File: config.mk
export PLATFORM = sky130hd
export DESIGN_NAME = lobm_ram
export DESIGN_NICKNAME = d
export VERILOG_FILES = /design/src/limit_order_book_matcher_unit_macros.svh /design/src/lobm_ram.sv
export SDC_FILE = /design/constraint.sdc
export NUM_CORES = 2
export LEC_CHECK = 0
export ABC_CLOCK_PERIOD_IN_PS = 7500
export BUFFER_PORTS_ARGS = -buffer_cell sky130_fd_sc_hd__buf_2
export CORE_MARGIN = 5
export CORE_UTILIZATION = 55
export CTS_CLUSTER_SIZE = 10
export DETAILED_ROUTE_END_ITERATION = 8
export PLACE_DENSITY = 0.73
export SLEW_MARGIN = 20
export SYNTH_ARGS = -nofsm -noshare
export SYNTH_HDL_FRONTEND = slang
export SYNTH_SLANG_ARGS = --single-unit
File: constraint.sdc
create_clock -name clk -period 7.5 [get_ports clk]
set_input_delay 1.5 -clock clk [delete_from_list [all_inputs] [get_ports clk]]
set_output_delay 1.5 -clock clk [all_outputs]
set_load 0.01 [all_outputs]
File: src/limit_order_book_matcher_unit_macros.svh
// Assertion helpers for the order book matcher.
`ifndef LIMIT_ORDER_BOOK_MATCHER_UNIT_MACROS_SVH
`define LIMIT_ORDER_BOOK_MATCHER_UNIT_MACROS_SVH

// Same-cycle implication, checked outside reset.
`define LOBM_ASSERT_NOW(label, ante, cons, msg) \
  label: assert property (@(posedge clk) disable iff (!rst_n) (ante) |-> (cons)) \
    else $error(msg);

// Next-cycle implication, checked outside reset.
`define LOBM_ASSERT_NEXT(label, ante, cons, msg) \
  label: assert property (@(posedge clk) disable iff (!rst_n) (ante) |=> (cons)) \
    else $error(msg);

`endif

File: src/lobm_ram.sv
module lobm_ram #(
  parameter int DEPTH = 32,
  parameter int WIDTH = 80
) (
  input  logic                     clk,
  input  logic                     wr_en,
  input  logic [$clog2(DEPTH)-1:0] wr_addr,
  input  logic [WIDTH-1:0]         wr_data,
  input  logic [$clog2(DEPTH)-1:0] rd_addr,
  output logic [WIDTH-1:0]         rd_data
);

  logic [WIDTH-1:0] mem [DEPTH];

  // Write one word, read one word registered
  always_ff @(posedge clk) begin
    if (wr_en) begin
      mem[wr_addr] <= wr_data;
    end
    rd_data <= mem[rd_addr];
  end

endmodule

== Yosys cells after proc, flatten, opt, wreduce, memory -nomap -nowiden ==
Memories as Yosys holds them, arrays and structs flattened. A register that Yosys moved wholly into a read port is not among the register bits.
Cells that the tools add are included.
Word-level totals
  flip-flop bits (word level): 0
  bits in latches: 0
  memory bits (writable): 2560
  memory bits (read-only): 0
  input port bits: 92
  memories: 1
Cells by class
  $add $sub $neg: 0
  multiply operators: 0
  divide/modulo/power cells: 0
  magnitude comparators: 0
  eq/ne operators: 0
  shift operators: 0
  mux-type cells: 2
  bitwise operators: 0
  reduce and logical (&&, ||, !) cells: 0
Memories
  mem: words 32, bits a word 80, read ports 1, clocked after memory_dff 1, write ports 1, RTL line lobm_ram.sv:13  | logic [WIDTH-1:0] mem [DEPTH];
Operators with widths (count)
  $mux 1: 2

== Logic depth before layout (Yosys ltp) ==
  depth in word-level cells: 2
  mapped depth: 9
  gate-level depth less buffers: 4

== Worst setup path after synthesis ==
OpenSTA, ideal clock, no wires.
  kind: input to register
  from: input port wr_addr[1]
  to: memory mem[12][0], enable pin
  library setup time: 0.519 ns
  arrival: 5.497 ns
  slack: 1.484 ns
  stages on the path: 3
  path buffers: 1
  cells stage by stage: or3b_2 > clkbuf_1 > nor2_1
RTL lines
  start: declaration: RTL line lobm_ram.sv:7  | input logic [$clog2(DEPTH)-1:0] wr_addr,
  end: declaration: RTL line lobm_ram.sv:13
No word-level cell before the write port.

==> reports/results.ini <==
[sta]
rsz0062_at_grt=false
finalSetupTns_ns=0
worst_slew_pin_slew_ns=1.19
max_slew_margin_pct=20.7
finalClockSkew_ns=0.0713
max_freq_mhz=261
period_minus_slack_ns=3.83
drv_slew=0
finalHoldViolCount=0
period_share_pct=51.0
setup_viol=0
hold_slack_ns=0.634

[drt]
routedWlPerCell_um=31.8
drc=0
drtPass1Iterations=6
viasPerCell=6.56
routed_wl_um=240000
detail-route-antenna-nets=0
vias=49500
drt_iter0_markers=7059

[setup_path]
worstRegToRegCells=3
cp-end-kind=flop
critical_path.startpoint_type=primary input
worstPathArrival_ns=4.59
path_class=primary input to flop
path_cells=buf_8 > buf_12 > nor2b_4 > buf_4 > a22oi_1 > a31oi_1 > nand3_1
worstPathRequired_ns=8.26
slowest_stage=nor2b_4
slowest_delay_ns=0.75
path_max_fanout=107

[yosys]
yosys_warnings=0
synthesis.instances=4682
syn_avg_cell_area_sq_um=21.1
ys_ff_latch=2640
syn_area_sq_mm=0.0989
async_flop_share_pct=0
synthFlopType=edfxtp_1
ys_types=32
synth_edf_count=2560
synthesis.nets=4774
synth.yosys.seq_area_share_pct=79.3

[global_route]
grt_start_max_net_pins=129
antenna_found_initial=16
track_usage_pct=25.6
grt_pass1_wl_um=348000
overflow=0
grt_pass1_vias=50100

[clock_network]
cts.sinks=2640
ctsHtreeMaxLevel=5
tritoncts=done
cts-root-buf=clkbuf_16
numCtsBuffers=314
cts.clk_slew.worst_paths_ns=0.05
cts_setup_buffers=0
cts.repair.resized=0
cts_hold_buf=0
clock_latency_ns=0.91
cts_buffer_depth=4

[worst_hold_path]
hold_class=flop to flop
hold_depth=4

[placed_design]
io_buffers=171
hpwl_um=116000
place_congestion=0.756

[floorplanning]
rows=155
core_area_sq_mm=0.179
die_w_um=434
die_y_um=434
start_util_pct=55.4
ios=172
dieArea_sq_mm=0.188

[power_and_ir_drop]
ir_worst_vdd_mv=0.232
p_leak_nw=36.6
p_per_area_mw_per_mm2=279

[job]
cap_viol_max_count=0

[cells_and_area]
drive_gt1_share_pct=18.7
nets=5094
synthToLayoutAreaGrowth_pct=13.0

[status]
status=finished clean

-- critical path: cells and delay by family --
family	cells	cell delay, ns
and+or+nand+nor	2	0.84
AOI/OAI and AO/OA	2	0.41
buffers and inverters	3	1.67
-- flip-flops by register name (all words and copies together), names as in the netlist --
signal and cells:
rd_data 80, mem 2560
-- cells in the mapped netlist (2+ instances only) --
| cell | count | area share, % |
|---|---|---|
| a21oi_1 | 8 | 0.040 |
| a22o_1 | 44 | 0.39 |
| a22oi_1 | 424 | 3.2 |
| a31oi_1 | 44 | 0.28 |
| a32oi_1 | 4 | 0.035 |
| and2_1 | 9 | 0.057 |
| buf_1 | 9 | 0.034 |
| buf_2 | 108 | 0.55 |
| buf_4 | 24 | 0.18 |
| buf_6 | 18 | 0.20 |
| clkbuf_1 | 101 | 0.38 |
| dfxtp_1 | 80 | 1.6 |
| edfxtp_1 | 2560 | 78 |
| mux2i_1 | 640 | 6.5 |
| mux4_2 | 320 | 7.3 |
| nand2_1 | 11 | 0.042 |
| nand3_1 | 152 | 0.77 |
| nand3b_1 | 5 | 0.038 |
| nand4_1 | 46 | 0.29 |
| nor2_1 | 44 | 0.17 |
| nor2_2 | 2 | 0.013 |
| nor2b_1 | 15 | 0.095 |
| nor3_1 | 4 | 0.020 |
| or3b_2 | 2 | 0.018 |
-- metal layers --
layer / track usage, % / vias to the layer above / part of all wire (%)
met5: 0 / - / 0.021
met4: 7.17 / 8 / 2.5
li1: - / 20300 / -
met2: 40.8 / 2986 / 49
met3: 4.94 / 448 / 10
met1: 36.7 / 25800 / 39
-- cells in the final DEF, fill, tap and decap left out, types with 2 or more instances in the layout --
cell / instances
clkbuf_1: 177
nor2b_1: 8
buf_12: 31
nor2_2: 4
nor3_1: 4
nor2_1: 4
nand3_1: 152
and2_2: 2
nand4_1: 46
a21oi_1: 8
a31oi_1: 44
nand3b_1: 5
buf_16: 2
inv_6: 2
nor2_4: 38
mux4_2: 320
edfxtp_1: 2560
or3b_2: 2
mux2i_1: 640
dfxtp_1: 80
a22o_1: 44
nand2_1: 11
and2_1: 6
buf_2: 167
clkbuf_16: 324
buf_4: 63
a32oi_1: 4
a22oi_1: 424
nor2b_4: 7
diode_2: 7
buf_8: 2
-- power by group --
group	switching, W	internal, W	total, W	leakage [nW]
logic	0.000899	0.000484	0.00138	8.63
registers	0.0000986	0.0164	0.0165	23.7
clock network	0.00539	0.00792	0.0133	4.23
total	0.00639	0.0248	0.0312	36.6
-- path summary, 6_finish.rpt --
check,to,slack [ns],from
setup / recovery,rd_data[40],3.67,rd_addr[0]
hold / removal,rd_data[50],0.63,mem[4][50]
setup reg to reg,rd_data[7],5.84,mem[7][7]
hold reg to reg,rd_data[50],0.63,mem[4][50]
-- kinds of logic (layout without fill, tap and decap cells) --
group	count (synthesis)	count (layout)	synth area share, %
compound gates	524	524	3.96
buf+inv	263	773	1.38
mux	960	960	13.8
simple gates	295	295	1.55
flops	2640	2640	79.3
other cells	0	7	0
-- cell type report --
type / count / area (sq um)
fillers: 11800 / 66900
inverters: 1 / 3.75
diodes: 7 / 17.5
well taps: 2355 / 2950
multi-input cells: 1779 / 19400
repair buffers: 266 / 2030
clock buffers: 502 / 8790
flip-flops and latches: 2640 / 78500
clock inverters: 4 / 37.5
-- stage by stage --
stage                     power, W  std cells  setup WS (ns)  util (%)  instance area (sq um)
after floorplan             0.0176       4682           1.48         -                  98900
after global placement      0.0182       7038           2.85      57.5                 103000
after detailed placement    0.0182       7041           2.78      57.6                 103000
after CTS                   0.0314       7547           3.70      62.5                 112000
after global routing        0.0322       7550           3.52      62.5                 112000
final                       0.0312       7554           3.67      62.5                 112000
(Power assumes the default switching activity.)
