[src/limit_order_book_matcher_unit_macros.svh]
// Assertion helpers for the order book matcher.
`ifndef LIMIT_ORDER_BOOK_MATCHER_UNIT_MACROS_SVH
`define LIMIT_ORDER_BOOK_MATCHER_UNIT_MACROS_SVH

// Same-cycle implication, checked outside reset.
`define LOBM_ASSERT_NOW(label, ante, cons, msg) \
  label: assert property (@(posedge clk) disable iff (!rst_n) (ante) |-> (cons)) \
    else $error(msg);

// Next-cycle implication, checked outside reset.
`define LOBM_ASSERT_NEXT(label, ante, cons, msg) \
  label: assert property (@(posedge clk) disable iff (!rst_n) (ante) |=> (cons)) \
    else $error(msg);

`endif

[src/lobm_pkg.sv]
package lobm_pkg;

  localparam int ID_W    = 16;
  localparam int PRICE_W = 32;
  localparam int QTY_W   = 32;

  // Operation codes; code 3 behaves as run matching
  localparam logic [1:0] OP_INSERT = 2'd0;
  localparam logic [1:0] OP_CANCEL = 2'd1;
  localparam logic [1:0] OP_MATCH  = 2'd2;

  // Result status codes
  localparam logic [2:0] ST_INSERTED  = 3'd0;
  localparam logic [2:0] ST_DUPLICATE = 3'd1;
  localparam logic [2:0] ST_FULL      = 3'd2;
  localparam logic [2:0] ST_CANCELLED = 3'd3;
  localparam logic [2:0] ST_NOT_FOUND = 3'd4;
  localparam logic [2:0] ST_FILL      = 3'd5;
  localparam logic [2:0] ST_NO_TRADE  = 3'd6;

  typedef struct packed {
    logic [1:0]         operation;
    logic [ID_W-1:0]    order_id;
    logic               side;
    logic [PRICE_W-1:0] limit_price;
    logic [QTY_W-1:0]   order_quantity;
  } in_t;

  typedef struct packed {
    logic [2:0]         status;
    logic [ID_W-1:0]    bid_id;
    logic [ID_W-1:0]    ask_id;
    logic [PRICE_W-1:0] trade_price;
    logic [QTY_W-1:0]   trade_quantity;
    logic               bid_closed;
    logic               ask_closed;
    logic               last_result;
    logic [PRICE_W-1:0] best_bid_price;
    logic [QTY_W-1:0]   best_bid_size;
    logic [PRICE_W-1:0] best_ask_price;
    logic [QTY_W-1:0]   best_ask_size;
  } out_t;

  // One resting order
  typedef struct packed {
    logic [ID_W-1:0]    id;
    logic [PRICE_W-1:0] price;
    logic [QTY_W-1:0]   qty;
  } entry_t;

  // One recorded fill, held until the step's best levels are known
  typedef struct packed {
    logic [ID_W-1:0]    bid_id;
    logic [ID_W-1:0]    ask_id;
    logic [PRICE_W-1:0] price;
    logic [QTY_W-1:0]   qty;
    logic               bid_closed;
    logic               ask_closed;
  } fill_t;

endpackage

[src/lobm_seq.sv]
module lobm_seq #(
  parameter int BOOK_DEPTH = 32
) (
  input  logic                               clk,
  input  logic                               rst_n,
  input  logic                               in_valid,
  output logic                               in_ready,
  input  lobm_pkg::in_t                      in_data,
  output logic                               bid_we,
  output logic [$clog2(BOOK_DEPTH)-1:0]      bid_waddr,
  output lobm_pkg::entry_t                   bid_wdata,
  output logic [$clog2(BOOK_DEPTH)-1:0]      bid_raddr,
  input  lobm_pkg::entry_t                   bid_rdata,
  output logic                               ask_we,
  output logic [$clog2(BOOK_DEPTH)-1:0]      ask_waddr,
  output lobm_pkg::entry_t                   ask_wdata,
  output logic [$clog2(BOOK_DEPTH)-1:0]      ask_raddr,
  input  lobm_pkg::entry_t                   ask_rdata,
  output logic                               fill_we,
  output logic [$clog2(2*BOOK_DEPTH-1)-1:0]  fill_waddr,
  output lobm_pkg::fill_t                    fill_wdata,
  output logic [$clog2(2*BOOK_DEPTH-1)-1:0]  fill_raddr,
  input  lobm_pkg::fill_t                    fill_rdata,
  output logic                               res_valid,
  input  logic                               res_ready,
  output lobm_pkg::out_t                     res_data
);
  import lobm_pkg::*;

`include "limit_order_book_matcher_unit_macros.svh"

  localparam int AW        = $clog2(BOOK_DEPTH);
  localparam int CW        = $clog2(BOOK_DEPTH + 1);
  localparam int MAX_FILLS = 2 * BOOK_DEPTH - 1;
  localparam int FAW       = $clog2(MAX_FILLS);
  localparam int FCW       = $clog2(MAX_FILLS + 1);
  localparam logic [CW-1:0]  DEPTH_C = CW'(BOOK_DEPTH);
  localparam logic [FCW-1:0] MAXF_C  = FCW'(MAX_FILLS);

  typedef enum logic [4:0] {
    S_IDLE, S_SCAN_RD, S_SCAN_CK, S_DEC, S_INS_RD, S_INS_WR, S_INS_PUT,
    S_DRP_RD, S_DRP_WR, S_M_RD, S_M_CK, S_M_END, S_BEST, S_B_RD, S_B_CK,
    S_OUT, S_RES, S_F_RD, S_F_OUT
  } state_t;

  state_t             state_r, state_nxt;
  logic [1:0]         op_r, op_nxt;
  logic [ID_W-1:0]    id_r, id_nxt;
  logic               side_r, side_nxt;
  logic [PRICE_W-1:0] price_r, price_nxt;
  logic [QTY_W-1:0]   qty_r, qty_nxt;
  logic [CW-1:0]      idx_r, idx_nxt;
  logic [CW-1:0]      pos_r, pos_nxt;
  logic               pos_set_r, pos_set_nxt;
  logic               hit_r, hit_nxt;
  logic [2:0]         status_r, status_nxt;
  logic [FCW-1:0]     nfill_r, nfill_nxt;
  logic [FCW-1:0]     kout_r, kout_nxt;
  logic               drop_ask_r, drop_ask_nxt;
  logic               acl_r, acl_nxt;
  logic [CW-1:0]      bid_cnt_r, bid_cnt_nxt;
  logic [CW-1:0]      ask_cnt_r, ask_cnt_nxt;
  logic [PRICE_W-1:0] bb_p_r, bb_p_nxt, ba_p_r, ba_p_nxt;
  logic [QTY_W-1:0]   bb_s_r, bb_s_nxt, ba_s_r, ba_s_nxt;
  logic               brun_r, brun_nxt, arun_r, arun_nxt;

  logic               is_cancel, is_insert;
  logic [CW-1:0]      own_cnt, scan_lim, idx_p1, drop_cnt;
  entry_t             own_rd;
  logic               bid_in, ask_in, own_in, ahead;
  logic [QTY_W-1:0]   trade_q;
  logic               bcl, acl;
  logic [QTY_W:0]     bsum, asum;
  logic               bgo, ago;

  assign is_insert = (op_r == OP_INSERT);
  assign is_cancel = (op_r == OP_CANCEL);
  assign own_cnt   = side_r ? ask_cnt_r : bid_cnt_r;
  assign own_rd    = side_r ? ask_rdata : bid_rdata;
  assign idx_p1    = idx_r + CW'(1);
  assign drop_cnt  = drop_ask_r ? ask_cnt_r : bid_cnt_r;
  assign bid_in    = idx_r < bid_cnt_r;
  assign ask_in    = idx_r < ask_cnt_r;
  assign own_in    = idx_r < own_cnt;
  assign ahead     = side_r ? (own_rd.price <= price_r) : (own_rd.price >= price_r);
  assign scan_lim  = is_cancel ? own_cnt :
                     ((bid_cnt_r > ask_cnt_r) ? bid_cnt_r : ask_cnt_r);

  // Shared compare and subtract for one fill
  assign trade_q = (bid_rdata.qty < ask_rdata.qty) ? bid_rdata.qty : ask_rdata.qty;
  assign bcl     = (bid_rdata.qty == trade_q);
  assign acl     = (ask_rdata.qty == trade_q);

  // Best-level accumulation, one entry of each side per step
  assign bgo  = brun_r && bid_in && ((idx_r == '0) || (bid_rdata.price == bb_p_r));
  assign ago  = arun_r && ask_in && ((idx_r == '0) || (ask_rdata.price == ba_p_r));
  assign bsum = {1'b0, bb_s_r} + {1'b0, bid_rdata.qty};
  assign asum = {1'b0, ba_s_r} + {1'b0, ask_rdata.qty};

  assign in_ready = (state_r == S_IDLE);

  always_comb begin
    state_nxt    = state_r;
    op_nxt       = op_r;
    id_nxt       = id_r;
    side_nxt     = side_r;
    price_nxt    = price_r;
    qty_nxt      = qty_r;
    idx_nxt      = idx_r;
    pos_nxt      = pos_r;
    pos_set_nxt  = pos_set_r;
    hit_nxt      = hit_r;
    status_nxt   = status_r;
    nfill_nxt    = nfill_r;
    kout_nxt     = kout_r;
    drop_ask_nxt = drop_ask_r;
    acl_nxt      = acl_r;
    bid_cnt_nxt  = bid_cnt_r;
    ask_cnt_nxt  = ask_cnt_r;
    bb_p_nxt     = bb_p_r;
    bb_s_nxt     = bb_s_r;
    ba_p_nxt     = ba_p_r;
    ba_s_nxt     = ba_s_r;
    brun_nxt     = brun_r;
    arun_nxt     = arun_r;

    bid_we     = 1'b0;
    bid_waddr  = idx_r[AW-1:0];
    bid_wdata  = own_rd;
    bid_raddr  = idx_r[AW-1:0];
    ask_we     = 1'b0;
    ask_waddr  = idx_r[AW-1:0];
    ask_wdata  = own_rd;
    ask_raddr  = idx_r[AW-1:0];
    fill_we    = 1'b0;
    fill_waddr = nfill_r[FAW-1:0];
    fill_wdata = '{bid_id: bid_rdata.id, ask_id: ask_rdata.id, price: ask_rdata.price,
                   qty: trade_q, bid_closed: bcl, ask_closed: acl};
    fill_raddr = kout_r[FAW-1:0];
    res_valid  = 1'b0;
    res_data   = '0;
    res_data.best_bid_price = bb_p_r;
    res_data.best_bid_size  = bb_s_r;
    res_data.best_ask_price = ba_p_r;
    res_data.best_ask_size  = ba_s_r;

    unique case (state_r)
      // Latch the request and pick its sequence
      S_IDLE: begin
        if (in_valid) begin
          op_nxt      = in_data.operation;
          id_nxt      = in_data.order_id;
          side_nxt    = in_data.side;
          price_nxt   = in_data.limit_price;
          qty_nxt     = in_data.order_quantity;
          idx_nxt     = '0;
          pos_nxt     = in_data.side ? ask_cnt_r : bid_cnt_r;
          pos_set_nxt = 1'b0;
          hit_nxt     = 1'b0;
          nfill_nxt   = '0;
          acl_nxt     = 1'b0;
          if (in_data.operation == OP_INSERT || in_data.operation == OP_CANCEL) begin
            state_nxt = S_SCAN_RD;
          end else begin
            state_nxt = S_M_RD;
          end
        end
      end
      // Walk the books for the id and the insert position
      S_SCAN_RD: begin
        if (idx_r >= scan_lim) begin
          state_nxt = S_DEC;
        end else begin
          state_nxt = S_SCAN_CK;
        end
      end
      S_SCAN_CK: begin
        if (is_insert) begin
          if ((bid_in && bid_rdata.id == id_r) || (ask_in && ask_rdata.id == id_r)) begin
            hit_nxt = 1'b1;
          end
          if (own_in && !ahead && !pos_set_r) begin
            pos_nxt     = idx_r;
            pos_set_nxt = 1'b1;
          end
        end else if (own_in && own_rd.id == id_r) begin
          hit_nxt = 1'b1;
          pos_nxt = idx_r;
        end
        if (hit_nxt) begin
          state_nxt = S_DEC;
        end else begin
          idx_nxt   = idx_p1;
          state_nxt = S_SCAN_RD;
        end
      end
      S_DEC: begin
        if (is_insert) begin
          if (hit_r) begin
            status_nxt = ST_DUPLICATE;
            state_nxt  = S_BEST;
          end else if (own_cnt == DEPTH_C) begin
            status_nxt = ST_FULL;
            state_nxt  = S_BEST;
          end else begin
            status_nxt = ST_INSERTED;
            idx_nxt    = own_cnt - CW'(1);
            state_nxt  = (pos_r == own_cnt) ? S_INS_PUT : S_INS_RD;
          end
        end else if (hit_r) begin
          status_nxt   = ST_CANCELLED;
          drop_ask_nxt = side_r;
          idx_nxt      = pos_r;
          state_nxt    = S_DRP_RD;
        end else begin
          status_nxt = ST_NOT_FOUND;
          state_nxt  = S_BEST;
        end
      end
      // Shift entries up one place to open the insert slot
      S_INS_RD: begin
        state_nxt = S_INS_WR;
      end
      S_INS_WR: begin
        bid_we    = !side_r;
        ask_we    = side_r;
        bid_waddr = idx_p1[AW-1:0];
        ask_waddr = idx_p1[AW-1:0];
        if (idx_r == pos_r) begin
          state_nxt = S_INS_PUT;
        end else begin
          idx_nxt   = idx_r - CW'(1);
          state_nxt = S_INS_RD;
        end
      end
      S_INS_PUT: begin
        bid_we    = !side_r;
        ask_we    = side_r;
        bid_waddr = pos_r[AW-1:0];
        ask_waddr = pos_r[AW-1:0];
        bid_wdata = '{id: id_r, price: price_r, qty: qty_r};
        ask_wdata = '{id: id_r, price: price_r, qty: qty_r};
        if (side_r) begin
          ask_cnt_nxt = ask_cnt_r + CW'(1);
        end else begin
          bid_cnt_nxt = bid_cnt_r + CW'(1);
        end
        state_nxt = S_BEST;
      end
      // Shift entries down one place over the removed slot
      S_DRP_RD: begin
        bid_raddr = idx_p1[AW-1:0];
        ask_raddr = idx_p1[AW-1:0];
        if (idx_p1 >= drop_cnt) begin
          if (drop_ask_r) begin
            ask_cnt_nxt = ask_cnt_r - CW'(1);
          end else begin
            bid_cnt_nxt = bid_cnt_r - CW'(1);
          end
          if (is_cancel) begin
            state_nxt = S_BEST;
          end else if (!drop_ask_r && acl_r) begin
            drop_ask_nxt = 1'b1;
            idx_nxt      = '0;
            state_nxt    = S_DRP_RD;
          end else begin
            state_nxt = S_M_RD;
          end
        end else begin
          state_nxt = S_DRP_WR;
        end
      end
      S_DRP_WR: begin
        bid_we    = !drop_ask_r;
        ask_we    = drop_ask_r;
        bid_wdata = bid_rdata;
        ask_wdata = ask_rdata;
        idx_nxt   = idx_p1;
        state_nxt = S_DRP_RD;
      end
      // Cross the two heads while the book is crossed
      S_M_RD: begin
        bid_raddr = '0;
        ask_raddr = '0;
        if (bid_cnt_r == '0 || ask_cnt_r == '0 || nfill_r == MAXF_C) begin
          state_nxt = S_M_END;
        end else begin
          state_nxt = S_M_CK;
        end
      end
      S_M_CK: begin
        if (bid_rdata.price >= ask_rdata.price) begin
          bid_we    = 1'b1;
          ask_we    = 1'b1;
          bid_waddr = '0;
          ask_waddr = '0;
          bid_wdata = '{id: bid_rdata.id, price: bid_rdata.price,
                        qty: bid_rdata.qty - trade_q};
          ask_wdata = '{id: ask_rdata.id, price: ask_rdata.price,
                        qty: ask_rdata.qty - trade_q};
          fill_we   = 1'b1;
          nfill_nxt = nfill_r + FCW'(1);
          acl_nxt   = acl;
          idx_nxt   = '0;
          if (bcl) begin
            drop_ask_nxt = 1'b0;
            state_nxt    = S_DRP_RD;
          end else if (acl) begin
            drop_ask_nxt = 1'b1;
            state_nxt    = S_DRP_RD;
          end else begin
            state_nxt = S_M_RD;
          end
        end else begin
          state_nxt = S_M_END;
        end
      end
      S_M_END: begin
        status_nxt = (nfill_r == '0) ? ST_NO_TRADE : ST_FILL;
        state_nxt  = S_BEST;
      end
      // Sum the open quantity at the best price of each side
      S_BEST: begin
        idx_nxt  = '0;
        brun_nxt = (bid_cnt_r != '0);
        arun_nxt = (ask_cnt_r != '0);
        bb_p_nxt = '0;
        bb_s_nxt = '0;
        ba_p_nxt = '0;
        ba_s_nxt = '0;
        state_nxt = S_B_RD;
      end
      S_B_RD: begin
        state_nxt = (brun_r || arun_r) ? S_B_CK : S_OUT;
      end
      S_B_CK: begin
        brun_nxt = bgo;
        arun_nxt = ago;
        if (bgo) begin
          if (idx_r == '0) begin
            bb_p_nxt = bid_rdata.price;
          end
          bb_s_nxt = bsum[QTY_W] ? '1 : bsum[QTY_W-1:0];
        end
        if (ago) begin
          if (idx_r == '0) begin
            ba_p_nxt = ask_rdata.price;
          end
          ba_s_nxt = asum[QTY_W] ? '1 : asum[QTY_W-1:0];
        end
        idx_nxt   = idx_p1;
        state_nxt = S_B_RD;
      end
      S_OUT: begin
        kout_nxt  = '0;
        state_nxt = (status_r == ST_FILL) ? S_F_RD : S_RES;
      end
      // Deliver the single status result
      S_RES: begin
        res_valid            = 1'b1;
        res_data.status      = status_r;
        res_data.last_result = 1'b1;
        if (res_ready) begin
          state_nxt = S_IDLE;
        end
      end
      // Replay the recorded fills
      S_F_RD: begin
        state_nxt = S_F_OUT;
      end
      S_F_OUT: begin
        res_valid               = 1'b1;
        res_data.status         = ST_FILL;
        res_data.bid_id         = fill_rdata.bid_id;
        res_data.ask_id         = fill_rdata.ask_id;
        res_data.trade_price    = fill_rdata.price;
        res_data.trade_quantity = fill_rdata.qty;
        res_data.bid_closed     = fill_rdata.bid_closed;
        res_data.ask_closed     = fill_rdata.ask_closed;
        res_data.last_result    = (kout_r + FCW'(1) == nfill_r);
        if (res_ready) begin
          kout_nxt  = kout_r + FCW'(1);
          state_nxt = res_data.last_result ? S_IDLE : S_F_RD;
        end
      end
      default: begin
        state_nxt = S_IDLE;
      end
    endcase
  end

  always_ff @(posedge clk) begin
    if (!rst_n) begin
      state_r   <= S_IDLE;
      bid_cnt_r <= '0;
      ask_cnt_r <= '0;
    end else begin
      state_r   <= state_nxt;
      bid_cnt_r <= bid_cnt_nxt;
      ask_cnt_r <= ask_cnt_nxt;
    end
    op_r       <= op_nxt;
    id_r       <= id_nxt;
    side_r     <= side_nxt;
    price_r    <= price_nxt;
    qty_r      <= qty_nxt;
    idx_r      <= idx_nxt;
    pos_r      <= pos_nxt;
    pos_set_r  <= pos_set_nxt;
    hit_r      <= hit_nxt;
    status_r   <= status_nxt;
    nfill_r    <= nfill_nxt;
    kout_r     <= kout_nxt;
    drop_ask_r <= drop_ask_nxt;
    acl_r      <= acl_nxt;
    bb_p_r     <= bb_p_nxt;
    bb_s_r     <= bb_s_nxt;
    ba_p_r     <= ba_p_nxt;
    ba_s_r     <= ba_s_nxt;
    brun_r     <= brun_nxt;
    arun_r     <= arun_nxt;
  end

  `LOBM_ASSERT_NOW(a_bid_cnt_max, 1'b1, bid_cnt_r <= DEPTH_C, "bid count over depth")
  `LOBM_ASSERT_NOW(a_ask_cnt_max, 1'b1, ask_cnt_r <= DEPTH_C, "ask count over depth")
  `LOBM_ASSERT_NOW(a_fill_closes, res_valid && res_data.status == ST_FILL, res_data.bid_closed || res_data.ask_closed, "fill closed neither order")
  `LOBM_ASSERT_NEXT(a_last_idle, res_valid && res_ready && res_data.last_result, in_ready, "not ready after last result")

endmodule

[config.mk]
export PLATFORM = sky130hd
export DESIGN_NAME = lobm_seq
export DESIGN_NICKNAME = d
export VERILOG_FILES = /design/src/lobm_pkg.sv /design/src/lobm_seq.sv
export VERILOG_INCLUDE_DIRS = /design/src /design/src/src
export SDC_FILE = /design/constraint.sdc
export NUM_CORES = 1
export LEC_CHECK = 0
export BUFFER_PORTS_ARGS = -buffer_cell sky130_fd_sc_hd__buf_2
export CORE_AREA = 5 5 331 333
export DETAILED_ROUTE_END_ITERATION = 6
export DIE_AREA = 0 0 336 338
export MAX_ROUTING_LAYER = met4
export PLACE_DENSITY = 0.48
export SYNTH_ARGS = -nofsm -noshare
export SYNTH_HDL_FRONTEND = slang
export SYNTH_SLANG_ARGS = --single-unit
[constraint.sdc]
create_clock -name clk -period 9.02 [get_ports clk]
set_clock_uncertainty 0.05 [all_clocks]
set_input_delay 0 -clock clk [delete_from_list [all_inputs] [get_ports clk]]
set_output_delay 0 -clock clk [all_outputs]
set_load 0.01 [all_outputs]
; After elaboration in Yosys (flattened, before gate mapping)
; Cells that the tools add are included.
[totals]
in_bits = 345
ff_bits = 261
latchBits = 0
ramBits = 0
n_memories = 0
romBits = 0
elab_cells = 278
out_inout_bits = 525
[op_classes]
div = 0
n_reduce_logical = 58
n_eq_ne = 59
n_lt_le_gt_ge = 10
shifts = 0
addsub = 13
mul = 0
muxes = 115
bitwise_logic = 0
[ops]
columns = op, count
row1 = one-hot mux 80 bit (3 select lines), 2
row2 = 2-to-1 mux 32 bit, 9
row3 = one-hot mux 32 bit (2 select lines), 4
row4 = 2-to-1 mux 80 bit, 3
row5 = 2-to-1 mux 6 bit, 28
row6 = == test 32 bit, 4
row7 = 2-to-1 mux 98 bit, 1
row8 = one-hot mux 5 bit (17 select lines), 1
row9 = adder 32 x 32 -> 33 bit, 2
row10 = >= comparator 32 bit, 2
row11 = subtractor 32 bit, 2
row12 = one-hot mux 6 bit (2 select lines), 5
row13 = == test 16 bit, 3
row14 = one-hot mux 6 bit (8 select lines), 1
row15 = == test 5 x 4 -> 1 bit (second input constant), 8
row16 = 2-to-1 mux 5 bit, 8
row17 = != test 2 bit (second input constant), 20
row18 = less-or-equal comparator 32 bit, 1
row19 = less-than comparator 32 bit, 1
row20 = 2-to-1 mux 4 bit, 8
row21 = adder 6 x 1 -> 6 bit (second input constant), 5
row22 = logical NOT 6 bit, 4
row23 = 2-to-1 mux 1 bit, 24
row24 = subtractor 6 x 1 -> 6 bit (second input constant), 4
row25 = 34 further kinds, 105

; Longest topological paths before layout
[logic_depth]
word_depth = 9
depth_mapped = 31

; Least setup slack after synthesis
; Ideal clock, no wire load.
[synth_path]
path_type = input to output
start = input port ask_rdata[17] (netlist name)
end = output port bid_wdata[30] (netlist name)
t_arrival_ns = 6.652
n_path_buf = 8
slack_ns = 2.318
required_time_ns = 8.970
cell_stages = 31
path_cell_list = clkbuf_1 inv_1 clkbuf_1 ha_1 nand4_1 or4_4 or4_4 o22ai_4 nor2_2 buf_2 buf_2 clkbuf_1 clkbuf_1 buf_1 clkbuf_1 nand2_1 o21ai_0 ha_1 fa_1 nor2b_1 o21ai_0 a21oi_1 o21ai_0 a21boi_0 a311oi_4 o31ai_1 a221oi_2 o21ai_2 a21oi_2 or3_1 o211ai_1
[synth_lines]
columns = element, line_no
row1 = "start, declared", lobm_seq.sv:18  ; input lobm_pkg::entry_t ask_rdata,
row2 = "end, declared", lobm_seq.sv:11  ; output lobm_pkg::entry_t bid_wdata,

==> summary.md <==
| Metric | Value |
|---|---|
| Status | finished clean |
| # placed instances | roughly 5300 |
| Root Buffer | clkbuf_16 |
| Reg2reg start | side_r |
| Setup crit end kind | output pin |
| Number of H-tree levels | 2 |
| Worst setup path end | ask_wdata[29] |
| Peak VDD IR | 0.119 mV |
| CTS tree | yes |
| First-pass GRT wire length | about 200000 um |
| Port buffer count | around 870 |
| Full die area | roughly 0.11 mm2 |
| DP Worst Slack | between 1500 and 2000 ps |
| Vias in the first global route | 28100 |
| #FFs+latches synth | around 260 |
| Row count | between 100 and 150 |
| Largest net degree at the start of global routing | about 100 |
| Final cell count without fillers | ~5600 |
| Worst Hold Launch | in_data[57] |
| Final Routed Wirelength | roughly 140000 um |
| Worst setup startpoint | ask_rdata[30] |
| # setup viols final | 0 |
| Yosys warning count | 0 |
| Synth-to-Final Area Change | 30.1% |
| Slew headroom | between 10% and 20% |
| Die Ht | about 340 um |
| Pwr dens | around 220 mW/mm2 |
| CTS sink count | 261 |
| Gpl congestion | approximately 0.97 |
| EDFF count, synth | about 240 |
| ANT nets after route | 0 |
| Synthesized area per cell | ~8.4 um2 |
| CP startpoint kind | input port |
| Final net count | about 4700 |
| Resize count post-CTS | 0 |
| Num ports | 870 |
| Worst reg-to-reg path cell count | 15 |
| FF-to-FF End | pos_r[1] |
| Setup_tns | 0 ps |
| Critical Path Fanout Max | 47 |
| CP max-delay cell | or4_4 |
| Worst hold-check path type | in2reg |
| DR vias | between 20000 and 30000 |
| Post-route cell area | around 0.036 mm2 |
| Gr usage total | a little under a quarter |
| Final period util | between 80 and 90% |
| Total core area | 0.106 mm2 |
| Clock Pin Slew Worst Setup and Hold Paths | ~60 ps |
| CTS Buf Count | 41 |
| Hold_ws | just under 60 ps |
| Layout cells sized above 1 | roughly a quarter |
| HPWL Detailed | ~110000 um |
| FF-to-FF setup slack | between 3000 and 4000 ps |
| Mapped cell area | between 0.02 and 0.03 mm2 |
| WP data required | approximately 9000 ps |
| Actual slew at the worst max-slew pin | 1290 ps |
| Max-cap check violation count | 0 |
| DP Area | around 0.033 mm2 |
| Initial antenna violation count | 14 |
| CP Class | in2out |
| Async SR Flop Fraction | 0% |
| Syn Nets | approximately 3900 |
| Utilization after layout | roughly 34% |
| Worst Slack Setup Final | ~1600 ps |
| Leakage power | about 17 nW |
| Pre-antenna DRT Iters | 6 |
| DRT iter0 DRCs | 2204 |
| Unique masters post-synth | 86 |
| Via density | around 5.2 |
| DIE WIDTH | approximately 340 um |
| RSZ-0062 raised after global routing | no |
| DRC | 0 |
| Worst-skew pair later-pin latency | around 600 ps |
| Max stage delay on crit path | slightly above 600 ps |
| Final Max Slew Viols | 0 |
| Synth Flop Type | edfxtp_1 |
| Cells after Synth | 3270 |
| Final min period | about 7500 ps |
| Tot Pwr | 7.70 mW |
| DR WL/cell | between 20 and 25 um |
| Clk buf depth | 3 |
| Grt total ovfl | 0 |
| Starting density of the core | between 20% and 30% |
| Post-synthesis sequential area ratio | 28.0% |
| Fin. Hold Viols | 0 |
| Peak Freq | around 130 MHz |
| Crit path DAT | between 7000 and 8000 ps |
## power breakdown
| group | internal [mW] | total (mW) | switching [mW] |
|---|---|---|---|
| Sequential | 1.59 | 1.82 | 0.235 |
| Clock | 1.03 | 1.71 | 0.673 |
| Combinational | 1.52 | 4.17 | 2.64 |
## critical path: cells and delay by family
kind	cells	cell delay, ps
compound gates	11	3330
xor+xnor	1	80
fa+ha+maj	2	670
buf+inv	5	1490
simple gates	6	1800
## synth_stat cells, drive strengths merged (49+ instances only)
cell type  instances  area share [%]
a21o             156             4.3
a21oi            285             5.2
and2             149             3.4
buf               96             2.4
clkbuf           144             2.0
edfxtp           244              27
ha               253              12
inv              188             2.6
mux2i             78             2.8
nand2            288             3.9
nand2b            49             1.1
nand3             62             1.1
nand4             49             1.1
nor2             224             3.1
o21ai            220             4.0
xnor2            105             3.4
xor2             153             4.9
## routing by layer
layer / share of wire [%] / track usage (%)
met2: 47 / 38.7
met5: 0 / -
met3: 7.1 / 4.99
met1: 43 / 30.2
met4: 2.9 / 6.03
## placed cells by master, fill, tap and decap left out, drive strengths merged, types with 33 or more instances in the layout
master       Yosys  final
o21ai          220    220
nand2b          49     49
nor3            40     40
nor2b           36     36
dlygate4sd3      0    159
mux2i           78     78
and2           149    149
nand3           62     62
ha             253    253
nand4           49     49
xnor2          105    105
buf             96    903
a21oi          285    285
inv            188    191
mux2            36     36
edfxtp         244    244
clkbuf         144     50
a22o            33     33
nor2           224    224
nand2          288    288
a21o           156    156
xor2           153    153
## state kept, by name (all words and copies together), names as in the netlist, 16 cells and up
signal	count
bb_p_r	32
ba_s_r	32
price_r	32
ba_p_r	32
id_r	16
qty_r	32
bb_s_r	32
## what timing repair did
action | in CTS | in global routing
hold buffers | 159 | 0
buffers inserted | 0 | 0
endpoints found under the hold margin | 179 | 0
## worst min-delay path by stage
stage                                 to  cells past startpoint
final                        price_r[25]                      2
after global placement       price_r[22]                      1
after global routing         price_r[14]                      2
after floorplan           fill_wdata[34]                      1
after detailed placement     price_r[16]                      1
after CTS                     ba_s_r[22]                      4
## kinds of logic after synthesis
group | Yosys count | share of synthesized area, %
AND/OR/NAND/NOR | 985 | 17.6
XOR/XNOR | 258 | 8.25
multiplexers | 114 | 4.33
AO/OA/AOI/OAI | 959 | 22.7
flip-flops | 261 | 28.0
adder cells (fa/ha/maj) | 265 | 12.2
buffers and inverters | 428 | 6.97
## area by class of cell
| class | instances | area, um2 |
|---|---|---|
| timing repair buffer | 1062 | 6200 |
| sequential | 261 | 7670 |
| multi-input combinational | 2581 | 17900 |
| clock inverter | 22 | 246 |
| inverter | 188 | 708 |
| tap | 1403 | 1760 |
| antenna | 8 | 20.0 |
| fill | 11300 | 70700 |
| clock buffer | 50 | 1130 |
Power figures use the tool's default switching activity.
